File: config.mk
export PLATFORM = sky130hd
export DESIGN_NAME = two_stage_channel_averager_core
export DESIGN_NICKNAME = d
export VERILOG_FILES = /design/src/rtl/tsca_pkg.sv /design/src/rtl/tsca_cfg_regs.sv /design/src/rtl/tsca_divider.sv /design/src/rtl/two_stage_channel_averager_core.sv
export SDC_FILE = /design/constraint.sdc
export NUM_CORES = 2
export LEC_CHECK = 0
export ABC_AREA = 1
export BUFFER_PORTS_ARGS = -buffer_cell sky130_fd_sc_hd__buf_4
export CORE_MARGIN = 2
export CORE_UTILIZATION = 57
export CTS_BUF_LIST = sky130_fd_sc_hd__clkbuf_16
export DETAILED_ROUTE_END_ITERATION = 8
export PLACE_DENSITY = 0.74
export SLEW_MARGIN = 20
export SYNTH_ARGS = -nofsm -noshare
export SYNTH_HDL_FRONTEND = slang
export SYNTH_SLANG_ARGS = --single-unit
File: constraint.sdc
create_clock -name clk -period 13.2 [get_ports clk]
set_input_delay 0 -clock clk [delete_from_list [all_inputs] [get_ports clk]]
set_output_delay 0 -clock clk [all_outputs]
set_load 0.02 [all_outputs]
File: src/rtl/tsca_pkg.sv
// ----------------------------------------------------------------------------
// Two-stage channel averager package
// Field widths, item and control types, codes and reset values shared by
// the averager core, its divider, its register block and its checker.
// ----------------------------------------------------------------------------
package tsca_pkg;

    localparam int KIND_W    = 2;
    localparam int CH_W      = 2;
    localparam int RAW_W     = 12;
    localparam int MV_W      = 16;
    localparam int CFG_W     = 8;
    localparam int CNT_W     = 8;
    localparam int RAW_SUM_W = 20;
    localparam int MV_SUM_W  = 24;
    localparam int CFG_IDX_W = 1;

    // The divider walks the widest dividend one bit per step.
    localparam int DIV_STEPS = MV_SUM_W;
    localparam int DIV_CNT_W = $clog2(DIV_STEPS);

    localparam logic [KIND_W-1:0] KIND_SAMPLE = 2'd0;
    localparam logic [KIND_W-1:0] KIND_START  = 2'd1;
    localparam logic [KIND_W-1:0] KIND_STOP   = 2'd2;

    localparam logic [CFG_IDX_W-1:0] REG_STAGE1_LEN          = 1'd0;
    localparam logic [CFG_IDX_W-1:0] REG_AVERAGES_PER_PERIOD = 1'd1;

    localparam logic [CFG_W-1:0] STAGE1_LEN_RST          = 8'd60;
    localparam logic [CFG_W-1:0] AVERAGES_PER_PERIOD_RST = 8'd10;

    typedef struct packed {
        logic [KIND_W-1:0] kind;
        logic [CH_W-1:0]   channel;
        logic              running;
        logic [RAW_W-1:0]  adc_raw;
        logic [MV_W-1:0]   adc_mv;
    } in_item_t;

    typedef struct packed {
        logic [CH_W-1:0]  out_channel;
        logic             first_sample;
        logic             minute_valid;
        logic [RAW_W-1:0] minute_raw;
        logic [MV_W-1:0]  minute_mv;
        logic             period_valid;
        logic [RAW_W-1:0] period_raw;
        logic [MV_W-1:0]  period_mv;
    } out_item_t;

    typedef struct packed {
        logic [CFG_W-1:0] stage1_len;
        logic [CFG_W-1:0] averages_per_period;
    } cfg_t;

    typedef struct packed {
        logic                 start;
        logic [CNT_W-1:0]     divisor;
        logic [RAW_SUM_W-1:0] dividend_raw;
        logic [MV_SUM_W-1:0]  dividend_mv;
    } div_req_t;

    typedef struct packed {
        logic                 done;
        logic [RAW_SUM_W-1:0] quot_raw;
        logic [MV_SUM_W-1:0]  quot_mv;
    } div_rsp_t;

    typedef enum logic [1:0] {
        ST_IDLE,
        ST_MINUTE,
        ST_PERIOD,
        ST_OUT
    } seq_state_t;

endpackage

File: src/rtl/tsca_cfg_regs.sv
// ----------------------------------------------------------------------------
// Averager configuration registers
// Holds the first-stage and second-stage lengths, written by index.
// ----------------------------------------------------------------------------
module tsca_cfg_regs (
    input  logic                           clk,
    input  logic                           rst_n,
    input  logic                           cfg_valid,
    input  logic [tsca_pkg::CFG_IDX_W-1:0] cfg_index,
    input  logic [tsca_pkg::CFG_W-1:0]     cfg_data,
    output tsca_pkg::cfg_t                 cfg
);
    import tsca_pkg::*;

    cfg_t cfg_reg;
    cfg_t cfg_next;

    always_comb
    begin
        cfg_next = cfg_reg;
        if (cfg_valid)
        begin
            unique case (cfg_index)
                REG_STAGE1_LEN:          cfg_next.stage1_len          = cfg_data;
                REG_AVERAGES_PER_PERIOD: cfg_next.averages_per_period = cfg_data;
                default:                 cfg_next = cfg_reg;
            endcase
        end
    end

    always_ff @(posedge clk or negedge rst_n)
    begin
        if (!rst_n)
        begin
            cfg_reg.stage1_len          <= STAGE1_LEN_RST;
            cfg_reg.averages_per_period <= AVERAGES_PER_PERIOD_RST;
        end
        else
        begin
            cfg_reg <= cfg_next;
        end
    end

    assign cfg = cfg_reg;

endmodule

File: src/rtl/tsca_divider.sv
// ----------------------------------------------------------------------------
// Averager shared divider
// Restoring divider, one quotient bit per cycle, that divides a raw-code sum
// and a millivolt sum by the same count side by side.
// ----------------------------------------------------------------------------
module tsca_divider (
    input  logic               clk,
    input  logic               rst_n,
    input  tsca_pkg::div_req_t req,
    output tsca_pkg::div_rsp_t rsp
);
    import tsca_pkg::*;

    logic                 busy_reg, busy_next;
    logic                 done_reg, done_next;
    logic [DIV_CNT_W-1:0] step_reg, step_next;

    logic [CNT_W-1:0]    divisor_reg, divisor_next;
    logic [CNT_W-1:0]    rem_raw_reg, rem_raw_next;
    logic [CNT_W-1:0]    rem_mv_reg, rem_mv_next;
    logic [MV_SUM_W-1:0] q_raw_reg, q_raw_next;
    logic [MV_SUM_W-1:0] q_mv_reg, q_mv_next;

    logic [CNT_W:0] trial_raw, trial_mv;
    logic [CNT_W:0] diff_raw, diff_mv;
    logic           fits_raw, fits_mv;

    // The quotient registers start out holding the dividend; each step
    // shifts one dividend bit into the remainder and one quotient bit in.
    always_comb
    begin
        trial_raw = {rem_raw_reg, q_raw_reg[MV_SUM_W-1]};
        trial_mv  = {rem_mv_reg, q_mv_reg[MV_SUM_W-1]};
        fits_raw  = trial_raw >= {1'b0, divisor_reg};
        fits_mv   = trial_mv >= {1'b0, divisor_reg};
        diff_raw  = trial_raw - {1'b0, divisor_reg};
        diff_mv   = trial_mv - {1'b0, divisor_reg};
    end

    always_comb
    begin
        busy_next    = busy_reg;
        done_next    = 1'b0;
        step_next    = step_reg;
        divisor_next = divisor_reg;
        rem_raw_next = rem_raw_reg;
        rem_mv_next  = rem_mv_reg;
        q_raw_next   = q_raw_reg;
        q_mv_next    = q_mv_reg;

        if (req.start)
        begin
            busy_next    = 1'b1;
            step_next    = '0;
            divisor_next = req.divisor;
            rem_raw_next = '0;
            rem_mv_next  = '0;
            q_raw_next   = MV_SUM_W'(req.dividend_raw);
            q_mv_next    = req.dividend_mv;
        end
        else if (busy_reg)
        begin
            rem_raw_next = fits_raw ? diff_raw[CNT_W-1:0] : trial_raw[CNT_W-1:0];
            rem_mv_next  = fits_mv ? diff_mv[CNT_W-1:0] : trial_mv[CNT_W-1:0];
            q_raw_next   = {q_raw_reg[MV_SUM_W-2:0], fits_raw};
            q_mv_next    = {q_mv_reg[MV_SUM_W-2:0], fits_mv};
            step_next    = step_reg + 1'b1;
            if (step_reg == DIV_CNT_W'(DIV_STEPS - 1))
            begin
                busy_next = 1'b0;
                done_next = 1'b1;
            end
        end
    end

    always_ff @(posedge clk or negedge rst_n)
    begin
        if (!rst_n)
        begin
            busy_reg <= 1'b0;
            done_reg <= 1'b0;
            step_reg <= '0;
        end
        else
        begin
            busy_reg <= busy_next;
            done_reg <= done_next;
            step_reg <= step_next;
        end
    end

    always_ff @(posedge clk)
    begin
        divisor_reg <= divisor_next;
        rem_raw_reg <= rem_raw_next;
        rem_mv_reg  <= rem_mv_next;
        q_raw_reg   <= q_raw_next;
        q_mv_reg    <= q_mv_next;
    end

    // Averages never exceed the largest input, so the low bits carry it all.
    assign rsp.done     = done_reg;
    assign rsp.quot_raw = q_raw_reg[RAW_SUM_W-1:0];
    assign rsp.quot_mv  = q_mv_reg;

endmodule

File: src/rtl/two_stage_channel_averager_core.sv
// ----------------------------------------------------------------------------
// Two-stage channel averager core
// Per-channel block averages of raw ADC codes and millivolts, cascaded into
// a period average, with one serial divider shared by both stages.
//
//   Channel | Handshake             | Payload
//   --------+-----------------------+-------------------------------
//   input   | in_valid / in_ready   | in_item  (tsca_pkg::in_item_t)
//   output  | out_valid / out_ready | out_item (tsca_pkg::out_item_t)
//   config  | cfg_valid / cfg_ready | cfg_index, cfg_data
//
// Every item gives exactly one result item. Control items, ignored items and
// samples that complete no average go straight to the output state; each
// average computed adds a pass through the shared divider to the item's work.
// Reset clears all channel sums and counts; the configuration port is always
// ready. A result waits in the output register while the next item is taken.
// ----------------------------------------------------------------------------
module two_stage_channel_averager_core #(
    parameter int CHANNELS = 4
) (
    input  logic                           clk,
    input  logic                           rst_n,
    input  logic                           in_valid,
    output logic                           in_ready,
    input  tsca_pkg::in_item_t             in_item,
    output logic                           out_valid,
    input  logic                           out_ready,
    output tsca_pkg::out_item_t            out_item,
    input  logic                           cfg_valid,
    output logic                           cfg_ready,
    input  logic [tsca_pkg::CFG_IDX_W-1:0] cfg_index,
    input  logic [tsca_pkg::CFG_W-1:0]     cfg_data
);
    import tsca_pkg::*;

    localparam int CH_IDX_W = (CHANNELS > 1) ? $clog2(CHANNELS) : 1;

    cfg_t     cfg;
    div_req_t div_req;
    div_rsp_t div_rsp;

    seq_state_t state_reg, state_next;

    logic [CH_IDX_W-1:0] ch_idx_reg, ch_idx_next;
    out_item_t           res_reg, res_next;
    out_item_t           out_item_reg, out_item_next;
    logic                out_valid_reg, out_valid_next;

    logic [RAW_SUM_W-1:0] s1_raw_reg [CHANNELS];
    logic [RAW_SUM_W-1:0] s1_raw_next [CHANNELS];
    logic [MV_SUM_W-1:0]  s1_mv_reg [CHANNELS];
    logic [MV_SUM_W-1:0]  s1_mv_next [CHANNELS];
    logic [CNT_W-1:0]     s1_cnt_reg [CHANNELS];
    logic [CNT_W-1:0]     s1_cnt_next [CHANNELS];
    logic [RAW_SUM_W-1:0] s2_raw_reg [CHANNELS];
    logic [RAW_SUM_W-1:0] s2_raw_next [CHANNELS];
    logic [MV_SUM_W-1:0]  s2_mv_reg [CHANNELS];
    logic [MV_SUM_W-1:0]  s2_mv_next [CHANNELS];
    logic [CNT_W-1:0]     s2_cnt_reg [CHANNELS];
    logic [CNT_W-1:0]     s2_cnt_next [CHANNELS];
    logic                 first_reg [CHANNELS];
    logic                 first_next [CHANNELS];

    logic                 in_fire;
    logic                 out_load;
    logic [CH_IDX_W-1:0]  in_idx;
    logic                 in_ch_ok;
    logic [RAW_SUM_W-1:0] acc1_raw;
    logic [MV_SUM_W-1:0]  acc1_mv;
    logic [CNT_W-1:0]     acc1_cnt;
    logic [RAW_SUM_W-1:0] acc2_raw;
    logic [MV_SUM_W-1:0]  acc2_mv;
    logic [CNT_W-1:0]     acc2_cnt;

    tsca_cfg_regs u_cfg_regs (
        .clk       (clk),
        .rst_n     (rst_n),
        .cfg_valid (cfg_valid),
        .cfg_index (cfg_index),
        .cfg_data  (cfg_data),
        .cfg       (cfg)
    );

    tsca_divider u_divider (
        .clk   (clk),
        .rst_n (rst_n),
        .req   (div_req),
        .rsp   (div_rsp)
    );

    assign cfg_ready = 1'b1;
    assign in_ready  = (state_reg == ST_IDLE);
    assign in_fire   = in_valid && in_ready;
    assign in_idx    = CH_IDX_W'(in_item.channel);
    assign in_ch_ok  = int'(in_item.channel) < CHANNELS;

    // First stage works on the arriving item, second stage on the latched
    // channel once the minute average is out of the divider.
    always_comb
    begin
        acc1_raw = s1_raw_reg[in_idx] + RAW_SUM_W'(in_item.adc_raw);
        acc1_mv  = s1_mv_reg[in_idx] + MV_SUM_W'(in_item.adc_mv);
        acc1_cnt = s1_cnt_reg[in_idx] + 1'b1;
        acc2_raw = s2_raw_reg[ch_idx_reg] + div_rsp.quot_raw;
        acc2_mv  = s2_mv_reg[ch_idx_reg] + div_rsp.quot_mv;
        acc2_cnt = s2_cnt_reg[ch_idx_reg] + 1'b1;
    end

    always_comb
    begin
        state_next  = state_reg;
        ch_idx_next = ch_idx_reg;
        res_next    = res_reg;
        out_load    = 1'b0;
        s1_raw_next = s1_raw_reg;
        s1_mv_next  = s1_mv_reg;
        s1_cnt_next = s1_cnt_reg;
        s2_raw_next = s2_raw_reg;
        s2_mv_next  = s2_mv_reg;
        s2_cnt_next = s2_cnt_reg;
        first_next  = first_reg;

        div_req.start        = 1'b0;
        div_req.divisor      = acc1_cnt;
        div_req.dividend_raw = acc1_raw;
        div_req.dividend_mv  = acc1_mv;

        unique case (state_reg)
            ST_IDLE:
            begin
                if (in_fire)
                begin
                    ch_idx_next          = in_idx;
                    res_next             = '0;
                    res_next.out_channel = in_item.channel;
                    state_next           = ST_OUT;
                    if (in_ch_ok)
                    begin
                        if (in_item.kind == KIND_START || in_item.kind == KIND_STOP)
                        begin
                            s1_raw_next[in_idx] = '0;
                            s1_mv_next[in_idx]  = '0;
                            s1_cnt_next[in_idx] = '0;
                            s2_raw_next[in_idx] = '0;
                            s2_mv_next[in_idx]  = '0;
                            s2_cnt_next[in_idx] = '0;
                            first_next[in_idx]  = (in_item.kind == KIND_START);
                        end
                        else if (in_item.kind == KIND_SAMPLE && in_item.running)
                        begin
                            res_next.first_sample = first_reg[in_idx];
                            first_next[in_idx]    = 1'b0;
                            // A length of zero completes on every sample, as the
                            // compare below already does.
                            if (acc1_cnt >= cfg.stage1_len)
                            begin
                                div_req.start       = 1'b1;
                                s1_raw_next[in_idx] = '0;
                                s1_mv_next[in_idx]  = '0;
                                s1_cnt_next[in_idx] = '0;
                                state_next          = ST_MINUTE;
                            end
                            else
                            begin
                                s1_raw_next[in_idx] = acc1_raw;
                                s1_mv_next[in_idx]  = acc1_mv;
                                s1_cnt_next[in_idx] = acc1_cnt;
                            end
                        end
                    end
                end
            end

            ST_MINUTE:
            begin
                div_req.divisor      = acc2_cnt;
                div_req.dividend_raw = acc2_raw;
                div_req.dividend_mv  = acc2_mv;
                if (div_rsp.done)
                begin
                    res_next.minute_valid = 1'b1;
                    res_next.minute_raw   = div_rsp.quot_raw[RAW_W-1:0];
                    res_next.minute_mv    = div_rsp.quot_mv[MV_W-1:0];
                    if (acc2_cnt >= cfg.averages_per_period)
                    begin
                        div_req.start           = 1'b1;
                        s2_raw_next[ch_idx_reg] = '0;
                        s2_mv_next[ch_idx_reg]  = '0;
                        s2_cnt_next[ch_idx_reg] = '0;
                        state_next              = ST_PERIOD;
                    end
                    else
                    begin
                        s2_raw_next[ch_idx_reg] = acc2_raw;
                        s2_mv_next[ch_idx_reg]  = acc2_mv;
                        s2_cnt_next[ch_idx_reg] = acc2_cnt;
                        state_next              = ST_OUT;
                    end
                end
            end

            ST_PERIOD:
            begin
                if (div_rsp.done)
                begin
                    res_next.period_valid = 1'b1;
                    res_next.period_raw   = div_rsp.quot_raw[RAW_W-1:0];
                    res_next.period_mv    = div_rsp.quot_mv[MV_W-1:0];
                    state_next            = ST_OUT;
                end
            end

            ST_OUT:
            begin
                if (!out_valid_reg || out_ready)
                begin
                    out_load   = 1'b1;
                    state_next = ST_IDLE;
                end
            end

            default:
            begin
                state_next = ST_IDLE;
            end
        endcase
    end

    always_comb
    begin
        out_item_next  = out_item_reg;
        out_valid_next = out_valid_reg;
        if (out_load)
        begin
            out_item_next  = res_reg;
            out_valid_next = 1'b1;
        end
        else if (out_ready)
        begin
            out_valid_next = 1'b0;
        end
    end

    always_ff @(posedge clk or negedge rst_n)
    begin
        if (!rst_n)
        begin
            state_reg     <= ST_IDLE;
            out_valid_reg <= 1'b0;
            for (int c = 0; c < CHANNELS; c++)
            begin
                s1_raw_reg[c] <= '0;
                s1_mv_reg[c]  <= '0;
                s1_cnt_reg[c] <= '0;
                s2_raw_reg[c] <= '0;
                s2_mv_reg[c]  <= '0;
                s2_cnt_reg[c] <= '0;
                first_reg[c]  <= 1'b0;
            end
        end
        else
        begin
            state_reg     <= state_next;
            out_valid_reg <= out_valid_next;
            s1_raw_reg    <= s1_raw_next;
            s1_mv_reg     <= s1_mv_next;
            s1_cnt_reg    <= s1_cnt_next;
            s2_raw_reg    <= s2_raw_next;
            s2_mv_reg     <= s2_mv_next;
            s2_cnt_reg    <= s2_cnt_next;
            first_reg     <= first_next;
        end
    end

    always_ff @(posedge clk)
    begin
        ch_idx_reg   <= ch_idx_next;
        res_reg      <= res_next;
        out_item_reg <= out_item_next;
    end

    assign out_valid = out_valid_reg;
    assign out_item  = out_item_reg;

endmodule

======== Word level (Yosys, flattened, before mapping) ========
Index checks and enable logic that the tools add are counted.
word-level totals
  flip-flop bits (word level) ............. 640
  input port bits ......................... 47
  output and inout port bits .............. 64
cells by class
  $add $sub $neg .......................... 9
  order comparisons ....................... 8
  equal/unequal tests ..................... 11
  mux-type cells .......................... 107
  bitwise gates (word level) .............. 21
  reductions and logical operators ........ 23
operators by type and width
  cell                                     count
  2-to-1 mux 96 bit                        7
  2-to-1 mux 80 bit                        7
  AND 96 bit                               3
  AND 80 bit                               3
  2-to-1 mux 32 bit                        7
  bitwise mux 96 bit                       2
  2-to-1 mux 24 bit                        8
  inverter 96 bit                          2
  case mux 96 bit (2 select lines)         1
  bitwise mux 80 bit                       2
  2-to-1 mux 20 bit                        8
  inverter 80 bit                          2
  case mux 80 bit (2 select lines)         1
  case mux 29 bit (2 select lines)         2
  AND 32 bit                               3
  binary-select mux 24 bit (select 2 bit)  2
  demux 24 bit (select 2 bit)              2
  binary-select mux 20 bit (select 2 bit)  2
  demux 20 bit (select 2 bit)              2
  bitwise mux 32 bit                       2
  2-to-1 mux 8 bit                         8
  inverter 32 bit                          2
  case mux 32 bit (2 select lines)         1
  2-to-1 mux 58 bit                        1
  42 further kinds                         99

======== Depth between registers and ports, before layout ========
  word-level depth ........................ 12
  mapped depth ............................ 26

======== Cells and area by module ========
Synthesis repeated with hierarchy kept, for this count alone.
unflattened totals
  cell total of the unflattened synthesis .. 6335
  area total of the unflattened synthesis .. 43570.5 um^2
by module, submodules not included
  module                           times used  cells each  area an instance (um^2)  seq. area each (um^2)
  two_stage_channel_averager_core  1           5739        38496.9                  14248.7
  tsca_divider                     1           526         4403.0                   2137.0
  tsca_cfg_regs                    1           70          670.6                    407.9

======== Worst setup path before layout ========
Ideal clock, no wire load.
  path type ............................... reg-to-reg
  start ................................... reg, netlist name res_reg[59]
  end ..................................... reg u_divider.q_mv_reg[0], enable pin
  data arrival time ....................... 3.926 ns
  data required time ...................... 12.802 ns
  path slack .............................. 8.876 ns
  stages on the path, launching flop included .. 22
  clock period less this slack ............ 4.324 ns
  cells stage by stage .................... edfxtp_1 buf_4 inv_2 nor2_8 a22o_1 nor2_1 inv_1 ha_1 nand2_1 nor2_2 or2_2 nand2_1 inv_1 ha_1 nand2_1 nor2_1 nand4_1 nand3_2 nand3_1 nand2_2 nor2_1 inv_1
RTL lines
  element               RTL line            source
  to (signal assigned)  tsca_divider.sv:98  q_mv_reg <= q_mv_next;
  to (decl)             tsca_divider.sv:22  logic [MV_SUM_W-1:0] q_mv_reg, q_mv_next;

==> results by group <==
CTS
  • Clock slew at reported path FFs: 60 ps
  • Setup bufs post-CTS: 0
  • H-tree level count: 3
  • TritonCTS Buffers: 73
  • Clk sinks: 640
  • Skew-Pair Late Insertion Delay: 650 ps
  • Root buffer cell: clkbuf_16
  • Clk buf depth: 3
  • CTS tree: built

Timing
  • Final Hold Vio Count: 7
  • Slew Limit Headroom: 20.99%
  • Setup TNS: 0 ps
  • Minimum clock period: 6442 ps
  • Hold_ws: -32.76 ps
  • Clock skew: 31.72 ps
  • Total setup violations reported at the end of the flow: 0
  • Worst Tran Pin Value: 1182 ps
  • Slew Viols, Final: 0
  • Final Cycle Share: 48.81%
  • Peak Freq: 155.2 MHz
  • RSZ-0062 raised after global routing: false

Cells and area
  • Multi-input gate area: 0.01954 sq mm
  • P&R area growth vs syn: 9.459%
  • Post-route cell area: 0.04306 sq mm
  • Commonest non-fill, non-tap cells in the layout: nand2_1 (1419), nand3_1 (575), nor2_1 (513)
  • Post-layout util: 62.89%
  • # diodes: 0
  • Nets: 5379
  • Sequential cell area: 0.01679 sq mm
  • Non-filler cells, final: 6158
  • Most common cell after layout, fill and taps aside: nand2_1
  • Layout cells sized above 1: 7.544%
  • # fillers: 5994

Logic synthesis
  • Post-synth EDFFs: 174
  • Mapped Cells: 5263
  • Top cells by area, synth: dfrtp_1 (28%), nand2_1 (14%), edfxtp_1 (13%)
  • Synth Net Count: 5427
  • Flops & latches, synth: 640
  • Synth warnings: 0
  • Mapped Area: 0.03934 sq mm
  • Main synth FF type: dfrtp_1
  • Cell taking the most area after synthesis: dfrtp_1
  • Syn Area/Cell: 7.474 sq um
  • Synth top area share: 27.99%
  • Synth unique cells: 70
  • Seq/Total Area, Yosys: 42.69%
  • Ys async rst share: 69.69%

Worst setup path
  • Max Fanout on Critical Path: 43
  • Worst Path Arrival: 6980 ps
  • Critical path endpoint category: flop
  • Critical Path RT: 13740 ps
  • Setup CP Type: reg2reg
  • CP Launch Type: flop
  • Reg2reg path depth: 23
  • Worst setup startpoint: res_reg[60]
  • RR Startpoint: res_reg[60]

Power
  • Sw Share: 49.42%
  • Clock Power Share: 18.4%
  • Leakage: 20.21 nW
  • Internal: 5.818 mW
  • Flop pwr share: 30.5%
  • PD cells: 267.2 mW/mm^2
  • Comb pwr share: 51.1%
  • VDD IR max: 0.0001484 V
  • Psw: 5.685 mW

GRT
  • Gr usage total: 38.34%
  • Global-route wire length before repair: 210500 um
  • GRT overflow: 0
  • Vias in the first global route: 36304
  • Largest net degree at the start of global routing: 164
  • Initial antenna violation count: 2

Routing
  • Routed Antenna Nets: 0
  • Post-route DRC: 0
  • Routed wl met3: 16250 um
  • Drt wl/cell: 22.29 um
  • Via count: 38606
  • Routed wire length: 137300 um
  • 1st-pass router iterations: 6
  • Met2 wire length: 60730 um
  • Uppermost routed layer: met4
  • Met1 wire length: 51490 um
  • DRT iter0 DRCs: 5617
  • Avg Vias per Cell: 6.269

Floorplan
  • Core area: 0.06847 sq mm
  • # IOs: 111
  • Die extent in x: 266.7 um
  • Die Height: 266.7 um
  • Die ar.: 0.07113 sq mm
  • Row cnt: 96
  • Initial Util: 57.45%

Place
  • GP Congestion: 0.9525
  • Placed cell count: 5995
  • Dpl cell area: 0.04033 sq mm
  • Buffers added on ports: 109
  • HPWL Detailed: 87520 um

Outcome
  • Status: finished, violations left
  • Failing checks: negative hold slack

Run
  • Max-cap violations: 0

Worst hold path
  • Worst hold path class: in2async
-- worst max-delay path, stage by stage (launching register included) --
cell	delay, ps
edfxtp_1	650
nand2_2	340
inv_2	910
a22o_1	280
nor2_1	90
inv_1	150
ha_1	190
nand2_1	70
nor2_2	120
nand2_1	90
o21bai_1	120
nand2_1	150
inv_1	90
ha_1	220
nand2_1	90
nor2_1	70
nand4_1	80
nand3_2	430
nand2_1	660
nand2_1	890
nand3_1	300
o211ai_1	120
o21ai_1	140
inv_1	60
-- per-stage QoR --
stage / hold WS [ps] / setup slack, ps / total power, mW
2_1_floorplan: -295.6 / 8876 / 7.346
3_3_place_gp: 118.3 / 7199 / 9.035
3_5_place_dp: 129.7 / 7008 / 9.174
4_1_cts: 4.046 / 6991 / 11.29
5_1_grt: 44.76 / 6479 / 12.16
6_report: -32.76 / 6758 / 11.50
-- layout make-up --
class	instances	area share, %
multi-input cells	3876	45.38
flip-flops and latches	640	39.00
clock buffers	75	4.359
inverters	436	3.836
repair buffers	188	3.510
well taps	882	2.563
clock inverters	61	1.351
-- what timing repair did --
action | in CTS | in global routing
gates resized for setup | 0 | 0
hold endpoints to repair | 139 | 0
hold buffers | 27 | 0
-- layer usage --
layer	GRT usage [%]	up-vias
met5	0	-
met2	59.40	2458
met3	8.552	514
met1	49.64	18035
li1	-	17599
met4	22.05	0
-- kinds of logic (layout without fill, tap and decap cells) --
| logic type | Yosys count | in the layout | share of synthesized area [%] |
|---|---|---|---|
| AO/OA/AOI/OAI | 1026 | 1026 | 15.46 |
| flip-flops | 640 | 640 | 42.69 |
| buffers and inverters | 747 | 760 | 7.923 |
| other | 1 | 1 | 0.009533 |
| AND/OR/NAND/NOR | 2679 | 2679 | 28.84 |
| XOR/XNOR | 53 | 53 | 1.237 |
| adder cells (fa/ha/maj) | 117 | 117 | 3.836 |
-- path summary, 6_finish.rpt --
path,to,slack [ps]
min reg2reg,out_item[24],410
max,s2_mv_reg[9],6760
max reg2reg,s2_mv_reg[9],6760
max in group asynchronous,s1_mv_reg[40],10110
min in group clk,s1_raw_reg[9],20
min,u_divider.step_reg[0],-30
-- power groups by stage --
stage               registers, mW  logic (mW)  clock network [mW]
floorplan                    3.42        3.93                   0
global placement             3.48        5.55                   0
detailed placement           3.51        5.67                   0
CTS                          3.48        5.70                2.11
global route                 3.58        6.39                2.19
finish                       3.51        5.88                2.11
-- Yosys cell counts, types with 7 or more instances --
cell	n
edfxtp_1	174
buf_4	21
inv_2	25
nor2_4	11
nand4_1	54
o22ai_1	44
and2_1	7
dfxtp_1	20
o211ai_1	18
nor3_1	14
xor2_1	41
a21oi_1	290
nor2_2	7
buf_2	93
nand3_1	576
dfrtp_1	440
a22oi_1	129
and3_1	14
nor2_1	519
o21ai_1	58
o221ai_1	23
buf_1	33
buf_6	14
a31oi_1	141
o21bai_1	7
clkbuf_1	150
nand2_1	1426
a221o_1	9
nand3b_1	12
o21ai_0	264
ha_1	111
nand2_2	11
inv_1	405
nand3_2	7
xnor2_1	9
Power figures use the tool's default switching activity.
